[src/rtl/aesctr_pkg.sv]
package aesctr_pkg;

	localparam int unsigned NumRounds = 14;
	localparam int unsigned CfgIdxW   = 3;
	localparam int unsigned CfgDataW  = 64;

	// register indexes of the configuration port
	localparam logic [CfgIdxW-1:0] REG_KEY0   = 3'd0;
	localparam logic [CfgIdxW-1:0] REG_KEY1   = 3'd1;
	localparam logic [CfgIdxW-1:0] REG_KEY2   = 3'd2;
	localparam logic [CfgIdxW-1:0] REG_KEY3   = 3'd3;
	localparam logic [CfgIdxW-1:0] REG_IV_HI  = 3'd4;
	localparam logic [CfgIdxW-1:0] REG_IV_LO  = 3'd5;

	// control from the byte side to the keystream engine
	typedef struct packed {
		logic         restart;
		logic [255:0] key;
		logic [127:0] iv;
	} ctl_t;

	localparam logic [7:0] SBOX [256] = '{
		8'h63, 8'h7c, 8'h77, 8'h7b, 8'hf2, 8'h6b, 8'h6f, 8'hc5,
		8'h30, 8'h01, 8'h67, 8'h2b, 8'hfe, 8'hd7, 8'hab, 8'h76,
		8'hca, 8'h82, 8'hc9, 8'h7d, 8'hfa, 8'h59, 8'h47, 8'hf0,
		8'had, 8'hd4, 8'ha2, 8'haf, 8'h9c, 8'ha4, 8'h72, 8'hc0,
		8'hb7, 8'hfd, 8'h93, 8'h26, 8'h36, 8'h3f, 8'hf7, 8'hcc,
		8'h34, 8'ha5, 8'he5, 8'hf1, 8'h71, 8'hd8, 8'h31, 8'h15,
		8'h04, 8'hc7, 8'h23, 8'hc3, 8'h18, 8'h96, 8'h05, 8'h9a,
		8'h07, 8'h12, 8'h80, 8'he2, 8'heb, 8'h27, 8'hb2, 8'h75,
		8'h09, 8'h83, 8'h2c, 8'h1a, 8'h1b, 8'h6e, 8'h5a, 8'ha0,
		8'h52, 8'h3b, 8'hd6, 8'hb3, 8'h29, 8'he3, 8'h2f, 8'h84,
		8'h53, 8'hd1, 8'h00, 8'hed, 8'h20, 8'hfc, 8'hb1, 8'h5b,
		8'h6a, 8'hcb, 8'hbe, 8'h39, 8'h4a, 8'h4c, 8'h58, 8'hcf,
		8'hd0, 8'hef, 8'haa, 8'hfb, 8'h43, 8'h4d, 8'h33, 8'h85,
		8'h45, 8'hf9, 8'h02, 8'h7f, 8'h50, 8'h3c, 8'h9f, 8'ha8,
		8'h51, 8'ha3, 8'h40, 8'h8f, 8'h92, 8'h9d, 8'h38, 8'hf5,
		8'hbc, 8'hb6, 8'hda, 8'h21, 8'h10, 8'hff, 8'hf3, 8'hd2,
		8'hcd, 8'h0c, 8'h13, 8'hec, 8'h5f, 8'h97, 8'h44, 8'h17,
		8'hc4, 8'ha7, 8'h7e, 8'h3d, 8'h64, 8'h5d, 8'h19, 8'h73,
		8'h60, 8'h81, 8'h4f, 8'hdc, 8'h22, 8'h2a, 8'h90, 8'h88,
		8'h46, 8'hee, 8'hb8, 8'h14, 8'hde, 8'h5e, 8'h0b, 8'hdb,
		8'he0, 8'h32, 8'h3a, 8'h0a, 8'h49, 8'h06, 8'h24, 8'h5c,
		8'hc2, 8'hd3, 8'hac, 8'h62, 8'h91, 8'h95, 8'he4, 8'h79,
		8'he7, 8'hc8, 8'h37, 8'h6d, 8'h8d, 8'hd5, 8'h4e, 8'ha9,
		8'h6c, 8'h56, 8'hf4, 8'hea, 8'h65, 8'h7a, 8'hae, 8'h08,
		8'hba, 8'h78, 8'h25, 8'h2e, 8'h1c, 8'ha6, 8'hb4, 8'hc6,
		8'he8, 8'hdd, 8'h74, 8'h1f, 8'h4b, 8'hbd, 8'h8b, 8'h8a,
		8'h70, 8'h3e, 8'hb5, 8'h66, 8'h48, 8'h03, 8'hf6, 8'h0e,
		8'h61, 8'h35, 8'h57, 8'hb9, 8'h86, 8'hc1, 8'h1d, 8'h9e,
		8'he1, 8'hf8, 8'h98, 8'h11, 8'h69, 8'hd9, 8'h8e, 8'h94,
		8'h9b, 8'h1e, 8'h87, 8'he9, 8'hce, 8'h55, 8'h28, 8'hdf,
		8'h8c, 8'ha1, 8'h89, 8'h0d, 8'hbf, 8'he6, 8'h42, 8'h68,
		8'h41, 8'h99, 8'h2d, 8'h0f, 8'hb0, 8'h54, 8'hbb, 8'h16
	};

	localparam logic [7:0] RCON [8] = '{
		8'h8d, 8'h01, 8'h02, 8'h04, 8'h08, 8'h10, 8'h20, 8'h40
	};

	// byte k of a block, byte 0 in the top bits
	function automatic logic [7:0] blk_byte(input logic [127:0] b, input logic [3:0] k);
		return b[8'd127 - {1'b0, k, 3'b000} -: 8];
	endfunction

	function automatic logic [7:0] xtime(input logic [7:0] b);
		return {b[6:0], 1'b0} ^ (b[7] ? 8'h1b : 8'h00);
	endfunction

	function automatic logic [31:0] sub_word(input logic [31:0] w);
		return {SBOX[w[31:24]], SBOX[w[23:16]], SBOX[w[15:8]], SBOX[w[7:0]]};
	endfunction

	// byte substitution with row shift
	function automatic logic [127:0] sub_shift(input logic [127:0] s);
		logic [127:0] t;
		t = '0;
		for (int c = 0; c < 4; c++) begin
			for (int r = 0; r < 4; r++) begin
				t[127 - 8*(r + 4*c) -: 8] = SBOX[s[127 - 8*(r + 4*((c + r) % 4)) -: 8]];
			end
		end
		return t;
	endfunction

	function automatic logic [127:0] mix_columns(input logic [127:0] s);
		logic [127:0] t;
		logic [7:0] a0, a1, a2, a3, al;
		t = '0;
		for (int c = 0; c < 4; c++) begin
			a0 = s[127 - 32*c -: 8];
			a1 = s[119 - 32*c -: 8];
			a2 = s[111 - 32*c -: 8];
			a3 = s[103 - 32*c -: 8];
			al = a0 ^ a1 ^ a2 ^ a3;
			t[127 - 32*c -: 8] = a0 ^ al ^ xtime(a0 ^ a1);
			t[119 - 32*c -: 8] = a1 ^ al ^ xtime(a1 ^ a2);
			t[111 - 32*c -: 8] = a2 ^ al ^ xtime(a2 ^ a3);
			t[103 - 32*c -: 8] = a3 ^ al ^ xtime(a3 ^ a0);
		end
		return t;
	endfunction

	// round key i from round keys i-2 and i-1
	function automatic logic [127:0] next_rkey(input logic [127:0] k2, input logic [127:0] k1,
			input logic [3:0] i);
		logic [31:0] tmp, w0, w1, w2, w3;
		if (!i[0])
			tmp = sub_word({k1[23:0], k1[31:24]}) ^ {RCON[i[3:1]], 24'h0};
		else
			tmp = sub_word(k1[31:0]);
		w0 = k2[127:96] ^ tmp;
		w1 = k2[95:64] ^ w0;
		w2 = k2[63:32] ^ w1;
		w3 = k2[31:0] ^ w2;
		return {w0, w1, w2, w3};
	endfunction

endpackage

[src/rtl/aesctr_queue.sv]
module aesctr_queue
	import aesctr_pkg::*;
(
	input  logic       clk,
	input  logic       arst_n,
	input  logic       s_axis_tvalid,
	output logic       s_axis_tready,
	input  logic [7:0] s_axis_tdata,   // [7:0] data_byte
	input  logic       s_axis_tuser,   // [0] message_start
	output logic       head_vld,
	output logic [7:0] head_data,
	output logic       head_ms,
	input  logic       head_pop
);

	logic [8:0] slot_q [2];
	logic       wr_ptr_q, rd_ptr_q;
	logic [1:0] cnt_q;
	logic       push;

	assign s_axis_tready = (cnt_q != 2'd2);
	assign push          = s_axis_tvalid && s_axis_tready;
	assign head_vld      = (cnt_q != 2'd0);
	assign head_data     = slot_q[rd_ptr_q][7:0];
	assign head_ms       = slot_q[rd_ptr_q][8];

	// store incoming words
	always_ff @(posedge clk) begin
		if (push) begin
			slot_q[wr_ptr_q] <= {s_axis_tuser, s_axis_tdata};
		end
	end

	// advance pointers and fill level
	always_ff @(posedge clk or negedge arst_n) begin
		if (!arst_n) begin
			wr_ptr_q <= 1'b0;
			rd_ptr_q <= 1'b0;
			cnt_q    <= 2'd0;
		end else begin
			if (push) wr_ptr_q <= ~wr_ptr_q;
			if (head_pop) rd_ptr_q <= ~rd_ptr_q;
			cnt_q <= cnt_q + {1'b0, push} - {1'b0, head_pop};
		end
	end

endmodule

[config.mk]
export PLATFORM = sky130hd
export DESIGN_NAME = aesctr_queue
export DESIGN_NICKNAME = d
export VERILOG_FILES = /design/src/rtl/aesctr_pkg.sv /design/src/rtl/aesctr_queue.sv
export SDC_FILE = /design/constraint.sdc
export NUM_CORES = 1
export LEC_CHECK = 0
export BUFFER_PORTS_ARGS = -buffer_cell sky130_fd_sc_hd__buf_2
export CAP_MARGIN = 0
export CORE_UTILIZATION = 52
export CTS_CLUSTER_DIAMETER = 60
export CTS_CLUSTER_SIZE = 24
export DETAILED_ROUTE_END_ITERATION = 12
export PLACE_DENSITY = 0.82
export SKIP_LAST_GASP = 1
export SLEW_MARGIN = 20
export SYNTH_ARGS = -nofsm -noshare
export SYNTH_HDL_FRONTEND = slang
export SYNTH_SLANG_ARGS = --single-unit
[constraint.sdc]
create_clock -name clk -period 2.6 [get_ports clk]
set_input_delay 0.26 -clock clk [delete_from_list [all_inputs] [get_ports clk]]
set_output_delay 0.26 -clock clk [all_outputs]
set_load 0.005 [all_outputs]
== Word-level counts from Yosys, hierarchy flattened ==
Memories as Yosys holds them, arrays and structs flattened.
Cells that the tools add are included.
Storage, ports and cells
  memories: 1
  memory bits (writable): 18
  word-level logic and storage cells: 13
  bits in registers: 4
Memories
  slot_q: words 2, width 9, rd ports 1, clocked after memory_dff 0, write ports 1, line aesctr_queue.sv:16  | logic [8:0] slot_q [2];
Cells by class
  equal/unequal tests: 1
  reduce and logical (&&, ||, !) cells: 2
  multiplexer cells: 2
  add/subtract/negate cells: 2
  bitwise operators: 2
Operators with widths (number)
  $add 2x1->2: 1
  $mux 1: 2
  $ne 2x2->1 const B: 1
  $not 1->1: 2
  $reduce_bool 2->1: 1
  $sub 2x1->2: 1
  $logic_and 1x1->1: 1

== Longest topological paths before layout ==
  depth in word-level cells: 4
  depth in mapped cells: 5
  gate-level depth less buffers: 5

== Worst setup path after synthesis ==
OpenSTA, ideal clock, no wires.
  path kind: register -> register
  start: register cnt_q[1]
  end: memory slot_q[0][0] (enable)
  arrival: 1.058 ns
  cell stages (with the launch flop): 4
  setup slack: 1.168 ns
  period minus slack after synthesis: 1.432 ns
  library setup time: 0.374 ns
  path buffers: 0
  cell sequence: dfrtp_1 > nand2b_1 > nand2_1 > nor2_1
On the way
  longest elaborated chain between the ends: 4
RTL lines
  start: declaration: line aesctr_queue.sv:18  | logic [1:0] cnt_q;
  start signal: assignment: line aesctr_queue.sv:43  | cnt_q <= cnt_q + {1'b0, push} - {1'b0, head_pop};
  $ne 2x2->1: line aesctr_queue.sv:21  | assign s_axis_tready = (cnt_q != 2'd2);
  via s_axis_tready: line aesctr_queue.sv:7  | output logic s_axis_tready,
  $logic_and 1x1->1: line aesctr_queue.sv:22  | assign push = s_axis_tvalid && s_axis_tready;
  $mux 1: line aesctr_queue.sv:29  | if (push) begin
  $mux 1 (not written as such): line aesctr_queue.sv:30  | slot_q[wr_ptr_q] <= {s_axis_tuser, s_axis_tdata};
  end: declaration: line aesctr_queue.sv:16
The timed path passes the listed nets, and every way through them passes these cells.

== Worst setup path in the final report ==
  start: register rd_ptr_q
  end: output head_data[1]
On the way
  longest elaborated chain between the ends: 1
RTL lines
  start: declaration: line aesctr_queue.sv:17  | logic wr_ptr_q, rd_ptr_q;
  start signal: assignment: line aesctr_queue.sv:42  | if (head_pop) rd_ptr_q <= ~rd_ptr_q;
  $mem_v2 2x9
  end: declaration: line aesctr_queue.sv:11  | output logic [7:0] head_data,
Every way passes these cells.

==> impl_metrics.toml <==
[detailed_routing]
first_iter_violations = 9
drc = 0
num_vias = 457
antenna_left = 0
wl_per_cell_um = 14.13
via_per_inst = 5.193
dr.pass1.iters = 4
routed_wl_mm = 1.243

[min_path]
min_to = "slot_q[1][4]"
min_from = "s_axis_tdata[4]"
worst_hold_path.num_cells = 1
worstHoldPathType = "primary input to flip-flop"

[yosys]
syn_area_per_cell_um2 = 18.93
ys_seq_area_frac = 0.7518
ys_seq_elements = 22
yosys-top-cells-count = "edfxtp_1, mux2_1, dfrtp_1, xnor2_1"
yosysMostFrequentCell = "edfxtp_1"
synth_top_area_share = 0.6344
yosys.area.top_type = "edfxtp_1"
synth_edf_count = 18
async_flop_share = 0.1818
ys_types = 15
synthCells = 45
syn-cell-area_um2 = 852.1
syn_nets = 59
yosysWarnings = 0
netlist_top_cells_area = "edfxtp_1, mux2_1, dfrtp_1"
synthFlopType = "edfxtp_1"

[timing]
hold_violations = 0
hold_slack_ns = 0.1350
setup_viol = 0
report.final.slew_viol_count = 0
final.period_utilization = 0.6533
period_needed_ns = 1.699
max_slew_margin = 0.5291
grt_setup_unrepaired = "no"
fin_tns_setup_ns = 0
max_freq_ghz = 0.5888
tightest_slew_ns = 0.7038
setup_slack_ns = 0.9015
clock_skew_ns = 0.003836

[pwr]
leakage_nw = 0.4176
vdd_drop_max_v = 0.0006975
power_density_nw_per_um2 = 1042
power.total_mw = 1.089

[finish]
syn_to_final_growth_pct = 22.61
layout-drive-gt1-share = 0.4167
fin_util = 0.6856
final_cells = 88
n_antenna_cell = 0
fin_nets = 87
finalInstanceArea_um2 = 1045

[floorplan]
start_util = 0.5591
die_x_um = 42.48
rows = 14
die_y_um = 42.48
ios = 24
core_um2 = 1524
die_area_um2 = 1805

[worst_setup_path]
critPathBufInv = 1
ff2ff_path_depth = 3
required_ns = 2.34
endpoint_kind = "output pin"
worstSetupPathType = "flip-flop to output pin"
r2r_slack_ns = 1.01
path_cells = "mux2_1, buf_2"
slowest_stage = "dfrtp_1"
critPathTopFamily = "flip-flops"
slowest_delay_ns = 0.62
path_max_fanout = 10
r2r_end = "slot_q[0][3]"
cp-start-kind = "flip-flop"
reg2reg_from = "cnt_q[1]"
arrival_ns = 1.44

[global_routing]
grt_antenna_before_repair = 0
overflow = 0
grtUsageTotal = 0.1526
grt_pass1_vias = 461
grt_max_degree = 14
grt_pass1_wl_mm = 1.966

[placement]
placed_area_um2 = 982.2
gp_congestion = 0.6993
place_inst = 83
place_ws_ns = 0.9964
place.port_buffers = 23
post-dp-hpwl_um = 859.5

[cts]
htreeDepth = 1
cts.sinks = 22
path_clk_slew_ns = 0.12
clockBufferDepth = 2
cts_tree = "yes"
ctsResizeCount = 0
cts_buffers = 3
cts_root_buffer = "clkbuf_4"
insertion_delay_ns = 0.30

[flow_run]
drv_cap = 0

[outcome]
status = "finished clean"
-- power by group --
group	switching [mW]	internal [mW]
combinational	0.127	0.151
sequential	0.0658	0.490
clock	0.0989	0.156
total	0.292	0.797
-- layout make-up --
| type | count | area (um2) |
|---|---|---|
| Clock buffer | 3 | 22.52 |
| Multi-Input combinational cell | 22 | 206.4 |
| Tap cell | 16 | 20.02 |
| Fill cell | 110 | 479.2 |
| Timing Repair Buffer | 24 | 125.1 |
| Sequential cell | 22 | 640.6 |
| Clock inverter | 1 | 30.03 |
-- placed cells by master (no fill, tap or decap) --
| cell type | instances |
|---|---|
| a21bo_1 | 1 |
| a21oi_2 | 1 |
| and3_1 | 1 |
| buf_2 | 23 |
| bufinv_16 | 1 |
| clkbuf_4 | 3 |
| dfrtp_1 | 4 |
| dlygate4sd3_1 | 1 |
| edfxtp_1 | 18 |
| ha_1 | 1 |
| mux2_1 | 9 |
| nand2_1 | 1 |
| nand2b_1 | 1 |
| nor2_1 | 1 |
| nor3b_2 | 1 |
| or2_2 | 1 |
| xnor2_1 | 3 |
| xor2_1 | 1 |
-- logic make-up (layout without fill, tap and decap cells) --
| kind of cell | count (synthesis) | count (layout) | share of synthesized area |
|---|---|---|---|
| compound gates | 2 | 2 | 0.02203 |
| mux | 9 | 9 | 0.1189 |
| fa+ha+maj | 1 | 1 | 0.01468 |
| flops | 22 | 22 | 0.7518 |
| xor+xnor | 4 | 4 | 0.04112 |
| buf+inv | 1 | 28 | 0.005868 |
| simple gates | 6 | 6 | 0.04552 |
-- registers in the layout (all words and copies together) (netlist names) --
| register | cells |
|---|---|
| slot_q | 18 |
| cnt_q | 2 |
| wr_ptr_q | 1 |
| rd_ptr_q | 1 |
-- how the worst max path moves through the flow --
stage	cells past startpoint	slack (ns)	endpoint	from
floorplan	3	1.17	slot_q[0][0]	cnt_q[1]
global placement	3	1.09	slot_q[0][2]	cnt_q[1]
detailed placement	3	1.0	slot_q[0][3]	cnt_q[1]
CTS	2	0.89	head_data[1]	rd_ptr_q
global route	3	0.80	slot_q[0][0]	cnt_q[1]
finish	2	0.90	head_data[1]	rd_ptr_q
-- per-layer routing --
layer | up-vias | wire [um] | global-route usage
li1 | 224 | - | -
met1 | 217 | 520 | 0.1976
met2 | 14 | 655 | 0.2554
met3 | 2 | 50 | 0.03017
met4 | 0 | 17 | 0.05625
met5 | - | 0 | 0
-- what timing repair did --
| item | CTS | global route |
|---|---|---|
| hold endpoints to repair | 4 | 0 |
| hold buffers | 1 | 0 |
| buffers inserted | 0 | 0 |
Note: power is estimated with default switching activity, not from simulation.
